$ cat src/rtl/pfmsi_pkg.sv
// shared constants, codes and controller/datapath link types for the modular arithmetic unit
package pfmsi_pkg;

    localparam int unsigned WORD_BITS   = 32;
    localparam int unsigned OPCODE_BITS = 2;
    localparam int unsigned CNT_W       = $clog2(WORD_BITS);

    localparam logic [CNT_W-1:0]     CNT_LAST  = CNT_W'(WORD_BITS - 1);
    localparam logic [WORD_BITS-1:0] MOD_RESET = WORD_BITS'(64'd2381327587);

    typedef enum logic [OPCODE_BITS-1:0] {
        OP_MUL  = 2'd0,
        OP_SQR  = 2'd1,
        OP_INV  = 2'd2,
        OP_NONE = 2'd3
    } t_op;

    typedef enum logic [3:0] {
        CMD_NONE,
        CMD_LOAD,
        CMD_START_RED_A,
        CMD_START_RED_B,
        CMD_SAVE_A,
        CMD_SAVE_B,
        CMD_START_MUL_AB,
        CMD_START_MUL_AA,
        CMD_EU_INIT,
        CMD_START_EU,
        CMD_STEP_A,
        CMD_STEP_B,
        CMD_EU_UPDATE,
        CMD_RESULT
    } t_cmd;

    typedef enum logic [1:0] {
        SRC_ZERO,
        SRC_ACC,
        SRC_T
    } t_src;

    typedef struct packed {
        t_cmd cmd;
        t_src src;
    } t_ctl;

    typedef struct packed {
        logic m_small;
        t_op  op;
        logic nr_zero;
    } t_sts;

endpackage

$ cat src/rtl/pfmsi_req_if.sv
// request channel: opcode and two operands with valid/ready
interface pfmsi_req_if;
    import pfmsi_pkg::*;

    logic                   valid;
    logic                   ready;
    logic [OPCODE_BITS-1:0] opcode;
    logic [WORD_BITS-1:0]   operand_a;
    logic [WORD_BITS-1:0]   operand_b;

    modport source (output valid, output opcode, output operand_a, output operand_b,
                    input ready);
    modport sink   (input valid, input opcode, input operand_a, input operand_b,
                    output ready);
endinterface

$ cat src/rtl/pfmsi_rsp_if.sv
// response channel: one result word with valid/ready
interface pfmsi_rsp_if;
    import pfmsi_pkg::*;

    logic                 valid;
    logic                 ready;
    logic [WORD_BITS-1:0] result;

    modport source (output valid, output result, input ready);
    modport sink   (input valid, input result, output ready);
endinterface

$ cat src/rtl/pfmsi_dp.sv
// datapath: operand registers, shift-subtract divider, modular double-and-add, euclid state
module pfmsi_dp (
    input  logic                           i_clk,
    input  logic                           i_rst_n,
    input  pfmsi_pkg::t_ctl                i_ctl,
    input  logic [pfmsi_pkg::WORD_BITS-1:0]   i_modulus,
    input  logic [pfmsi_pkg::OPCODE_BITS-1:0] i_opcode,
    input  logic [pfmsi_pkg::WORD_BITS-1:0]   i_operand_a,
    input  logic [pfmsi_pkg::WORD_BITS-1:0]   i_operand_b,
    output pfmsi_pkg::t_sts                o_sts,
    output logic [pfmsi_pkg::WORD_BITS-1:0]   o_result
);
    import pfmsi_pkg::*;

    // (u + v) mod m for u, v below m
    function automatic logic [WORD_BITS-1:0] add_mod(input logic [WORD_BITS-1:0] u,
                                                     input logic [WORD_BITS-1:0] v,
                                                     input logic [WORD_BITS-1:0] m);
        logic [WORD_BITS:0] s;
        logic [WORD_BITS:0] d;
        s = {1'b0, u} + {1'b0, v};
        d = s - {1'b0, m};
        return (s >= {1'b0, m}) ? d[WORD_BITS-1:0] : s[WORD_BITS-1:0];
    endfunction

    t_op                  r_op;
    logic [WORD_BITS-1:0] r_m;
    logic [WORD_BITS-1:0] r_a;
    logic [WORD_BITS-1:0] r_b;
    logic [WORD_BITS-1:0] r_x;
    logic [WORD_BITS-1:0] r_dvd;
    logic [WORD_BITS-1:0] r_rem;
    logic [WORD_BITS-1:0] r_dsr;
    logic [WORD_BITS-1:0] r_acc;
    logic                 r_qbit;
    logic                 r_mul;
    logic [WORD_BITS-1:0] r_r;
    logic [WORD_BITS-1:0] r_nr;
    logic [WORD_BITS-1:0] r_t;
    logic [WORD_BITS-1:0] r_nt;
    logic [WORD_BITS-1:0] r_res;

    logic [WORD_BITS:0]   rem2;
    logic [WORD_BITS:0]   rem_diff;
    logic                 rem_ge;
    logic [WORD_BITS-1:0] div_rem;
    logic [WORD_BITS-1:0] acc_dbl;
    logic [WORD_BITS-1:0] acc_add;
    logic [WORD_BITS:0]   t_diff;
    logic [WORD_BITS-1:0] t_new;

    // one restoring division step: shift in the next dividend bit
    assign rem2     = {r_rem, r_dvd[WORD_BITS-1]};
    assign rem_diff = rem2 - {1'b0, r_dsr};
    assign rem_ge   = (rem2 >= {1'b0, r_dsr});
    assign div_rem  = rem_ge ? rem_diff[WORD_BITS-1:0] : rem2[WORD_BITS-1:0];

    assign acc_dbl = add_mod(r_acc, r_acc, r_m);
    assign acc_add = add_mod(r_acc, r_x, r_m);

    // t - q*nt mod m, acc holds q*nt mod m
    assign t_diff = {1'b0, r_t} - {1'b0, r_acc};
    assign t_new  = t_diff[WORD_BITS] ? (t_diff[WORD_BITS-1:0] + r_m) : t_diff[WORD_BITS-1:0];

    always_ff @(posedge i_clk) begin
        case (i_ctl.cmd)
            CMD_LOAD: begin
                r_op <= t_op'(i_opcode);
                r_a  <= i_operand_a;
                r_b  <= i_operand_b;
                r_m  <= i_modulus;
            end
            CMD_START_RED_A: begin
                r_dvd <= r_a;
                r_rem <= '0;
                r_dsr <= r_m;
                r_mul <= 1'b0;
            end
            CMD_START_RED_B: begin
                r_dvd <= r_b;
                r_rem <= '0;
                r_dsr <= r_m;
                r_mul <= 1'b0;
            end
            CMD_SAVE_A: begin
                r_a <= r_rem;
            end
            CMD_SAVE_B: begin
                r_b <= r_rem;
            end
            CMD_START_MUL_AB: begin
                r_x   <= r_a;
                r_dvd <= r_b;
                r_acc <= '0;
                r_mul <= 1'b1;
            end
            CMD_START_MUL_AA: begin
                r_x   <= r_a;
                r_dvd <= r_a;
                r_acc <= '0;
                r_mul <= 1'b1;
            end
            CMD_EU_INIT: begin
                r_r  <= r_m;
                r_nr <= r_a;
                r_t  <= '0;
                r_nt <= WORD_BITS'(1);
            end
            CMD_START_EU: begin
                r_dvd <= r_r;
                r_rem <= '0;
                r_dsr <= r_nr;
                r_x   <= r_nt;
                r_acc <= '0;
                r_mul <= 1'b0;
            end
            CMD_STEP_A: begin
                r_dvd  <= {r_dvd[WORD_BITS-2:0], 1'b0};
                r_qbit <= r_mul ? r_dvd[WORD_BITS-1] : rem_ge;
                if (!r_mul) begin
                    r_rem <= div_rem;
                end
                r_acc <= acc_dbl;
            end
            CMD_STEP_B: begin
                if (r_qbit) begin
                    r_acc <= acc_add;
                end
            end
            CMD_EU_UPDATE: begin
                r_t  <= r_nt;
                r_nt <= t_new;
                r_r  <= r_nr;
                r_nr <= r_rem;
            end
            CMD_RESULT: begin
                case (i_ctl.src)
                    SRC_ACC: r_res <= r_acc;
                    SRC_T:   r_res <= r_t;
                    default: r_res <= '0;
                endcase
            end
            default: begin
            end
        endcase
    end

    assign o_sts.m_small = (r_m[WORD_BITS-1:1] == '0);
    assign o_sts.op      = r_op;
    assign o_sts.nr_zero = (r_nr == '0);
    assign o_result      = r_res;

    a_rem_below_divisor: assert property (@(posedge i_clk) disable iff (!i_rst_n)
        ($past(i_ctl.cmd) == CMD_STEP_A) && !r_mul |-> (r_rem < r_dsr))
        else $error("partial remainder not below divisor");

    a_acc_reduced: assert property (@(posedge i_clk) disable iff (!i_rst_n)
        ($past(i_ctl.cmd) == CMD_STEP_B) |-> (r_acc < r_m))
        else $error("accumulator not reduced");

    a_coef_reduced: assert property (@(posedge i_clk) disable iff (!i_rst_n)
        ($past(i_ctl.cmd) == CMD_EU_UPDATE) |-> ((r_t < r_m) && (r_nt < r_m)))
        else $error("euclid coefficient not reduced");

endmodule

$ cat src/rtl/pfmsi_ctrl.sv
// controller: sequences reductions, multiplies and euclid iterations, owns the result slot
module pfmsi_ctrl (
    input  logic            i_clk,
    input  logic            i_rst_n,
    input  logic            i_req_valid,
    output logic            o_req_ready,
    input  logic            i_rsp_ready,
    output logic            o_rsp_valid,
    input  pfmsi_pkg::t_sts i_sts,
    output pfmsi_pkg::t_ctl o_ctl
);
    import pfmsi_pkg::*;

    typedef enum logic [7:0] {
        S_IDLE     = 8'b0000_0001,
        S_START    = 8'b0000_0010,
        S_RUN_A    = 8'b0000_0100,
        S_RUN_B    = 8'b0000_1000,
        S_NEXT     = 8'b0001_0000,
        S_DISPATCH = 8'b0010_0000,
        S_EU_TEST  = 8'b0100_0000,
        S_FIN      = 8'b1000_0000
    } t_state;

    typedef enum logic [1:0] {
        JOB_RED_A,
        JOB_RED_B,
        JOB_MUL,
        JOB_EU
    } t_job;

    t_state           r_state, n_state;
    t_job             r_job, n_job;
    t_src             r_src, n_src;
    logic [CNT_W-1:0] r_cnt, n_cnt;
    logic             r_out_valid, n_out_valid;

    always_comb begin
        n_state     = r_state;
        n_job       = r_job;
        n_src       = r_src;
        n_cnt       = r_cnt;
        n_out_valid = r_out_valid;
        o_ctl.cmd   = CMD_NONE;
        o_ctl.src   = r_src;

        if (r_out_valid && i_rsp_ready) begin
            n_out_valid = 1'b0;
        end

        case (r_state)
            S_IDLE: begin
                if (i_req_valid) begin
                    o_ctl.cmd = CMD_LOAD;
                    n_state   = S_START;
                end
            end
            S_START: begin
                if (i_sts.m_small || (i_sts.op == OP_NONE)) begin
                    n_src   = SRC_ZERO;
                    n_state = S_FIN;
                end else begin
                    o_ctl.cmd = CMD_START_RED_A;
                    n_job     = JOB_RED_A;
                    n_cnt     = '0;
                    n_state   = S_RUN_A;
                end
            end
            S_RUN_A: begin
                o_ctl.cmd = CMD_STEP_A;
                if ((r_job == JOB_RED_A) || (r_job == JOB_RED_B)) begin
                    if (r_cnt == CNT_LAST) begin
                        n_state = S_NEXT;
                    end else begin
                        n_cnt = r_cnt + 1'b1;
                    end
                end else begin
                    n_state = S_RUN_B;
                end
            end
            S_RUN_B: begin
                o_ctl.cmd = CMD_STEP_B;
                if (r_cnt == CNT_LAST) begin
                    n_state = S_NEXT;
                end else begin
                    n_cnt   = r_cnt + 1'b1;
                    n_state = S_RUN_A;
                end
            end
            S_NEXT: begin
                case (r_job)
                    JOB_RED_A: begin
                        o_ctl.cmd = CMD_SAVE_A;
                        n_state   = S_DISPATCH;
                    end
                    JOB_RED_B: begin
                        o_ctl.cmd = CMD_SAVE_B;
                        n_state   = S_DISPATCH;
                    end
                    JOB_MUL: begin
                        n_src   = SRC_ACC;
                        n_state = S_FIN;
                    end
                    default: begin
                        o_ctl.cmd = CMD_EU_UPDATE;
                        n_state   = S_EU_TEST;
                    end
                endcase
            end
            S_DISPATCH: begin
                n_cnt = '0;
                if (r_job == JOB_RED_A) begin
                    case (i_sts.op)
                        OP_MUL: begin
                            o_ctl.cmd = CMD_START_RED_B;
                            n_job     = JOB_RED_B;
                            n_state   = S_RUN_A;
                        end
                        OP_SQR: begin
                            o_ctl.cmd = CMD_START_MUL_AA;
                            n_job     = JOB_MUL;
                            n_state   = S_RUN_A;
                        end
                        default: begin
                            o_ctl.cmd = CMD_EU_INIT;
                            n_job     = JOB_EU;
                            n_state   = S_EU_TEST;
                        end
                    endcase
                end else begin
                    o_ctl.cmd = CMD_START_MUL_AB;
                    n_job     = JOB_MUL;
                    n_state   = S_RUN_A;
                end
            end
            S_EU_TEST: begin
                if (i_sts.nr_zero) begin
                    n_src   = SRC_T;
                    n_state = S_FIN;
                end else begin
                    o_ctl.cmd = CMD_START_EU;
                    n_cnt     = '0;
                    n_state   = S_RUN_A;
                end
            end
            S_FIN: begin
                if (!r_out_valid || i_rsp_ready) begin
                    o_ctl.cmd   = CMD_RESULT;
                    n_out_valid = 1'b1;
                    n_state     = S_IDLE;
                end
            end
            default: begin
                n_state = S_IDLE;
            end
        endcase
    end

    always_ff @(posedge i_clk) begin
        if (!i_rst_n) begin
            r_state     <= S_IDLE;
            r_job       <= JOB_RED_A;
            r_src       <= SRC_ZERO;
            r_cnt       <= '0;
            r_out_valid <= 1'b0;
        end else begin
            r_state     <= n_state;
            r_job       <= n_job;
            r_src       <= n_src;
            r_cnt       <= n_cnt;
            r_out_valid <= n_out_valid;
        end
    end

    assign o_req_ready = (r_state == S_IDLE);
    assign o_rsp_valid = r_out_valid;

    a_result_slot_free: assert property (@(posedge i_clk) disable iff (!i_rst_n)
        (o_ctl.cmd == CMD_RESULT) |-> (!r_out_valid || i_rsp_ready))
        else $error("result written over an untaken response");

    a_accept_starts: assert property (@(posedge i_clk) disable iff (!i_rst_n)
        (i_req_valid && o_req_ready) |=> (r_state == S_START))
        else $error("accepted request did not start");

    a_step_b_job: assert property (@(posedge i_clk) disable iff (!i_rst_n)
        (r_state == S_RUN_B) |-> ((r_job == JOB_MUL) || (r_job == JOB_EU)))
        else $error("add phase entered during a reduction");

    a_valid_from_fin: assert property (@(posedge i_clk) disable iff (!i_rst_n)
        $rose(r_out_valid) |-> $past(r_state == S_FIN))
        else $error("response raised outside the finish state");

endmodule

$ cat src/rtl/prime_field_mul_sqr_inv_unit.sv
// top level of the modular multiply, square and inverse unit
// Modular arithmetic unit over the modulus register (reset 2381327587, written
// through i_cfg_wr_en / i_cfg_wr_data; the user must write it only while idle,
// as the block does not enforce this). Each request carries an opcode
// (multiply a*b, square a*a, invert a) and two operands; each request yields
// exactly one response whose result is below the modulus. A modulus below 2 or
// the unused opcode gives 0. Operands are first reduced by a one-bit-per-cycle
// shift-subtract divider. Products use a modular double-and-add over the
// multiplier bits, a double step and then a conditional add step per bit. The
// inverse runs the extended Euclidean algorithm: each iteration is one W-step
// division (W = word width) whose quotient bits feed the same double-and-add to
// form q*nt mod m. A multiply reduces a and b first, a square reduces only a,
// and an inverse reduces a and then iterates until the remainder is zero. One
// request is in flight at a time; the response sits in an output register, so
// the next request is taken while the previous response waits.
module prime_field_mul_sqr_inv_unit (
    input  logic                            i_clk,
    input  logic                            i_rst_n,
    input  logic                            i_cfg_wr_en,
    input  logic [pfmsi_pkg::WORD_BITS-1:0] i_cfg_wr_data,
    pfmsi_req_if.sink                       i_req,
    pfmsi_rsp_if.source                     o_rsp
);
    import pfmsi_pkg::*;

    // modulus register, sampled by the datapath when a request is loaded
    logic [WORD_BITS-1:0] r_modulus;

    // controller/datapath link
    t_ctl ctl;
    t_sts sts;

    always_ff @(posedge i_clk) begin
        if (!i_rst_n) begin
            r_modulus <= MOD_RESET;
        end else if (i_cfg_wr_en) begin
            r_modulus <= i_cfg_wr_data;
        end
    end

    // sequencer: decides which reduction, multiply or euclid step runs next
    pfmsi_ctrl u_ctrl (
        .i_clk       (i_clk),
        .i_rst_n     (i_rst_n),
        .i_req_valid (i_req.valid),
        .o_req_ready (i_req.ready),
        .i_rsp_ready (o_rsp.ready),
        .o_rsp_valid (o_rsp.valid),
        .i_sts       (sts),
        .o_ctl       (ctl)
    );

    // arithmetic: divider step, modular add/double, euclid registers, result register
    pfmsi_dp u_dp (
        .i_clk       (i_clk),
        .i_rst_n     (i_rst_n),
        .i_ctl       (ctl),
        .i_modulus   (r_modulus),
        .i_opcode    (i_req.opcode),
        .i_operand_a (i_req.operand_a),
        .i_operand_b (i_req.operand_b),
        .o_sts       (sts),
        .o_result    (o_rsp.result)
    );

endmodule

$ cat src/flat_wrapper.sv
// flat-port wrapper written by rule: the top's interface ports become plain ports
module prime_field_mul_sqr_inv_unit_flat import pfmsi_pkg::*;
  (i_clk, i_rst_n, i_cfg_wr_en, i_cfg_wr_data, i_req_valid, i_req_opcode, i_req_operand_a, i_req_operand_b, i_req_ready, o_rsp_valid, o_rsp_result, o_rsp_ready);
  pfmsi_req_if i_req_i ();
  pfmsi_rsp_if o_rsp_i ();
  input  logic i_clk;
  input  logic i_rst_n;
  input  logic i_cfg_wr_en;
  input  logic [pfmsi_pkg::WORD_BITS-1:0] i_cfg_wr_data;
  input wire logic [$bits(i_req_i.valid)-1:0] i_req_valid;
  input wire logic [$bits(i_req_i.opcode)-1:0] i_req_opcode;
  input wire logic [$bits(i_req_i.operand_a)-1:0] i_req_operand_a;
  input wire logic [$bits(i_req_i.operand_b)-1:0] i_req_operand_b;
  output wire logic [$bits(i_req_i.ready)-1:0] i_req_ready;
  output wire logic [$bits(o_rsp_i.valid)-1:0] o_rsp_valid;
  output wire logic [$bits(o_rsp_i.result)-1:0] o_rsp_result;
  input wire logic [$bits(o_rsp_i.ready)-1:0] o_rsp_ready;
  assign i_req_i.valid = i_req_valid;
  assign i_req_i.opcode = i_req_opcode;
  assign i_req_i.operand_a = i_req_operand_a;
  assign i_req_i.operand_b = i_req_operand_b;
  assign i_req_ready = i_req_i.ready;
  assign o_rsp_valid = o_rsp_i.valid;
  assign o_rsp_result = o_rsp_i.result;
  assign o_rsp_i.ready = o_rsp_ready;
  prime_field_mul_sqr_inv_unit u_core (.i_clk(i_clk), .i_rst_n(i_rst_n), .i_cfg_wr_en(i_cfg_wr_en), .i_cfg_wr_data(i_cfg_wr_data), .i_req(i_req_i), .o_rsp(o_rsp_i));
endmodule
$ cat config.mk
export PLATFORM = sky130hd
export DESIGN_NAME = prime_field_mul_sqr_inv_unit_flat
export DESIGN_NICKNAME = d
export VERILOG_FILES = /design/src/rtl/pfmsi_pkg.sv /design/src/rtl/pfmsi_req_if.sv /design/src/rtl/pfmsi_rsp_if.sv /design/src/rtl/pfmsi_dp.sv /design/src/rtl/pfmsi_ctrl.sv /design/src/rtl/prime_field_mul_sqr_inv_unit.sv /design/src/flat_wrapper.sv
export SDC_FILE = /design/constraint.sdc
export NUM_CORES = 1
export LEC_CHECK = 0
export BUFFER_PORTS_ARGS = -buffer_cell sky130_fd_sc_hd__clkbuf_2
export CORE_UTILIZATION = 55
export DETAILED_ROUTE_END_ITERATION = 10
export PLACE_DENSITY = 0.81
export SYNTH_ARGS = -nofsm -noshare
export SYNTH_HDL_FRONTEND = slang
export SYNTH_SLANG_ARGS = --single-unit
$ cat constraint.sdc
create_clock -name i_clk -period 16.08 [get_ports i_clk]
set_input_delay 0 -clock i_clk [delete_from_list [all_inputs] [get_ports i_clk]]
set_output_delay 0 -clock i_clk [all_outputs]
set_load 0.05 [all_outputs]
==> impl_metrics.tcl <==
set metrics [dict create \
    fin_skew_ns 0.0173 \
    required_ns 16.56 \
    setup_tns_ns 0 \
    timing.hold.ws_ns 0.122 \
    wl_um 92100 \
    yosysWarningCount 0 \
    track_usage 0.329 \
    vias_per_cell 6.42 \
    core_sq_mm 0.0538 \
    cts_root_buf "clkbuf_16" \
    io_buffers 136 \
    ys_seq_elements 470 \
    hold_class "in -> reg" \
    drt_drc_violations_left 0 \
    worstPathCellList "ha_1, nand3_1, o22ai_1, nor2_1, o21ai_0, a211oi_1, o21ai_0, a21o_1, a21oi_1, xnor2_1, ha_1, nand3_1, nor4_1, a211o_1, a31oi_1, o41ai_4, buf_4, nand3_1, a2111oi_0, a221o_1" \
    finalCritPeriodShare 0.386 \
    synth_cell_types 86 \
    reg2reg_depth 20 \
    postRouteAntennaNets 0 \
    wl_per_cell_um 23.5 \
    die_area_sq_mm 0.0555 \
    register_area_sq_mm 0.0136 \
    period_needed_ns 6.20 \
    peakVddDrop_v 0.0000813 \
    hpwl_um 65100 \
    min_from "i_req_opcode[0]" \
    slew_headroom 0.207 \
    instances_no_fill 3913 \
    die_x_um 236 \
    htree_levels 2 \
    grt_pass1_wl_um 141000 \
    synthArstFlopShare 0 \
    synth.largest_area_cell "edfxtp_1" \
    timing.rr.start "u_core.u_dp.r_acc[3]" \
    synth_top_area_frac 0.420 \
    switching_share 0.237 \
    postSynthAreaPerCell_sq_um 10.1 \
    p_leak_uw 0.0134 \
    ys_seq_area_frac 0.454 \
    status "complete, no violations" \
    worst_path_most_repeated_cell "nand3_1" \
    area_growth_pct 13.5 \
    utilization 0.633 \
    worstPathArrival_ns 6.68 \
    place_congestion 0.989 \
    cp_slowest_cell "o21ai_0" \
    drt-initial-drc-count 2592 \
    cp_slowest_stage_delay_ns 0.75 \
    critPathCaptureType "flop" \
    fin_nets 3480 \
    cts_buffers 51 \
    path_class "reg -> reg" \
    tightestPinTransition_ns 1.19 \
    timing_max_transition_violations_final 0 \
    syn_nets 3286 \
    finalInstanceArea_sq_mm 0.0341 \
    dpl_cell_area_sq_mm 0.0313 \
    max_cap_violations 0 \
    synth_ff_type "edfxtp_1" \
    start_kind "flop" \
    antenna_found_initial 0 \
    max_freq_mhz 161 \
    setup_viol 0 \
    dr.pass1.iters 5 \
    cp_max_fo 30 \
    final_common_cell "edfxtp_1" \
    start_util 0.557 \
    grt_setup_unrepaired "false" \
    p_seq_frac 0.478 \
    via_count 25100 \
    rows 85 \
    cts_max_path_buffers 3 \
    crit_start "u_core.u_dp.r_acc[3]" \
    grt_max_degree 101 \
    layout_common_cells "edfxtp_1, nand2_1, a21oi_1" \
    synth_edf_count 420 \
    cts.sinks 470 \
    first_global_vias 24900 \
    synthTopCellsByArea "edfxtp_1, ha_1, nand2_1, a21oi_1, mux2_2" \
    clkPwrFrac 0.430 \
    clk_latency_ns 0.61 \
    grt_overflow_total 0 \
    io_pins 137 \
    syn_area_sq_mm 0.0300 \
    cellPowerDensity_mw_per_mm2 84.9 \
    multi_input_comb_area_sq_mm 0.0153 \
    intPower_uw 2200 \
    hold_violations 0 \
    final.fill_count 4211 \
    combPwrFrac 0.092 \
    hold_path_depth 2 \
    syn_inst 2982 \
    drive_gt1_frac 0.122 \
    clk_pin_slew_ns 0.07 \
    cts_tree "yes" \
    dieHeight_um 236 \
    p_sw_uw 685 \
    placed_cells_incl_taps 3719 \
]
-- sequential cells by signal (all words and copies together), names as in the netlist, 32 cells and up --
signal / cells
u_core.u_dp.o_result: 32
u_core.u_dp.r_x: 32
u_core.u_dp.r_nr: 32
u_core.u_dp.r_a: 32
u_core.u_dp.r_nt: 32
u_core.u_dp.r_dvd: 32
u_core.u_dp.r_dsr: 32
u_core.u_dp.r_b: 32
u_core.u_dp.r_acc: 32
u_core.r_modulus: 32
u_core.u_dp.r_t: 32
u_core.u_dp.r_m: 32
u_core.u_dp.r_rem: 32
u_core.u_dp.r_r: 32
-- per-stage QoR --
| step | setup slack (ns) | power (uW) |
|---|---|---|
| after global placement | 10.21 | 1640 |
| after floorplan | 4.33 | 1560 |
| after detailed placement | 10.06 | 1650 |
| after CTS | 10.02 | 2890 |
| after global routing | 9.34 | 2960 |
| final | 9.88 | 2890 |
-- critical path: cells and delay by family, from the launching register on --
kind	cells	cell delay, ns
XOR/XNOR	1	0.16
adder cells (fa/ha/maj)	2	0.79
buffers and inverters	1	0.46
AO/OA/AOI/OAI	11	3.09
flip-flops	1	0.47
AND/OR/NAND/NOR	5	1.06
-- area by class of cell --
type	count	area share
sequential	470	0.400
inverter	156	0.0172
tap	696	0.0256
clock buffer	67	0.0438
antenna	2	0.000147
multi-input combinational	2232	0.450
clock inverter	25	0.00761
timing repair buffer	265	0.0558
-- Yosys cell counts (all sizes together) (32+ instances only) --
library cell / instances
o21ai: 215
o21a: 32
a21oi: 223
mux2: 98
inv: 156
mux2i: 70
edfxtp: 420
xnor2: 117
nand3: 50
xor2: 49
nand2: 355
nor2: 168
a21o: 92
clkbuf: 94
a2bb2oi: 33
and2: 45
dfxtp: 50
ha: 195
nor2b: 36
a22oi: 70
-- cell families after synthesis --
kind of cell               synth area share
DFF                                   0.454
muxes                                0.0601
AOI/OAI and AO/OA                     0.186
xor gates and xnor gates             0.0485
adders and majority gates            0.0853
and+or+nand+nor                       0.129
buffers and inverters                0.0377
-- what timing repair did --
action                                 in CTS  in global routing
endpoints found under the hold margin     105                  0
hold buffers                              100                  0
setup buffers                               0                  0
resized for setup                           0                  0
-- metal layers --
layer	GRT usage	wire [um]	vias to the layer above
li1	-	-	11400
met1	0.412	35700	12200
met2	0.549	44000	1244
met3	0.0389	6570	280
met4	0.198	5830	0
met5	0	0	-
-- path summary, 6_finish.rpt --
path / to / slack, ns
hold / removal: u_core.u_dp.r_op[0] / 0.12
setup / recovery: u_core.u_dp.r_acc[16] / 9.88
setup reg to reg: u_core.u_dp.r_acc[16] / 9.88
hold reg to reg: u_core.u_dp.r_m[13] / 0.43
-- power groups by stage --
stage	Sequential, uW	Clock (uW)	Combinational (uW)
2_1_floorplan	1390	0	169
3_3_place_gp	1410	0	232
3_5_place_dp	1410	0	239
4_1_cts	1380	1240	260
5_1_grt	1380	1290	288
6_report	1380	1240	265
Note: power is estimated with default switching activity, not from simulation.
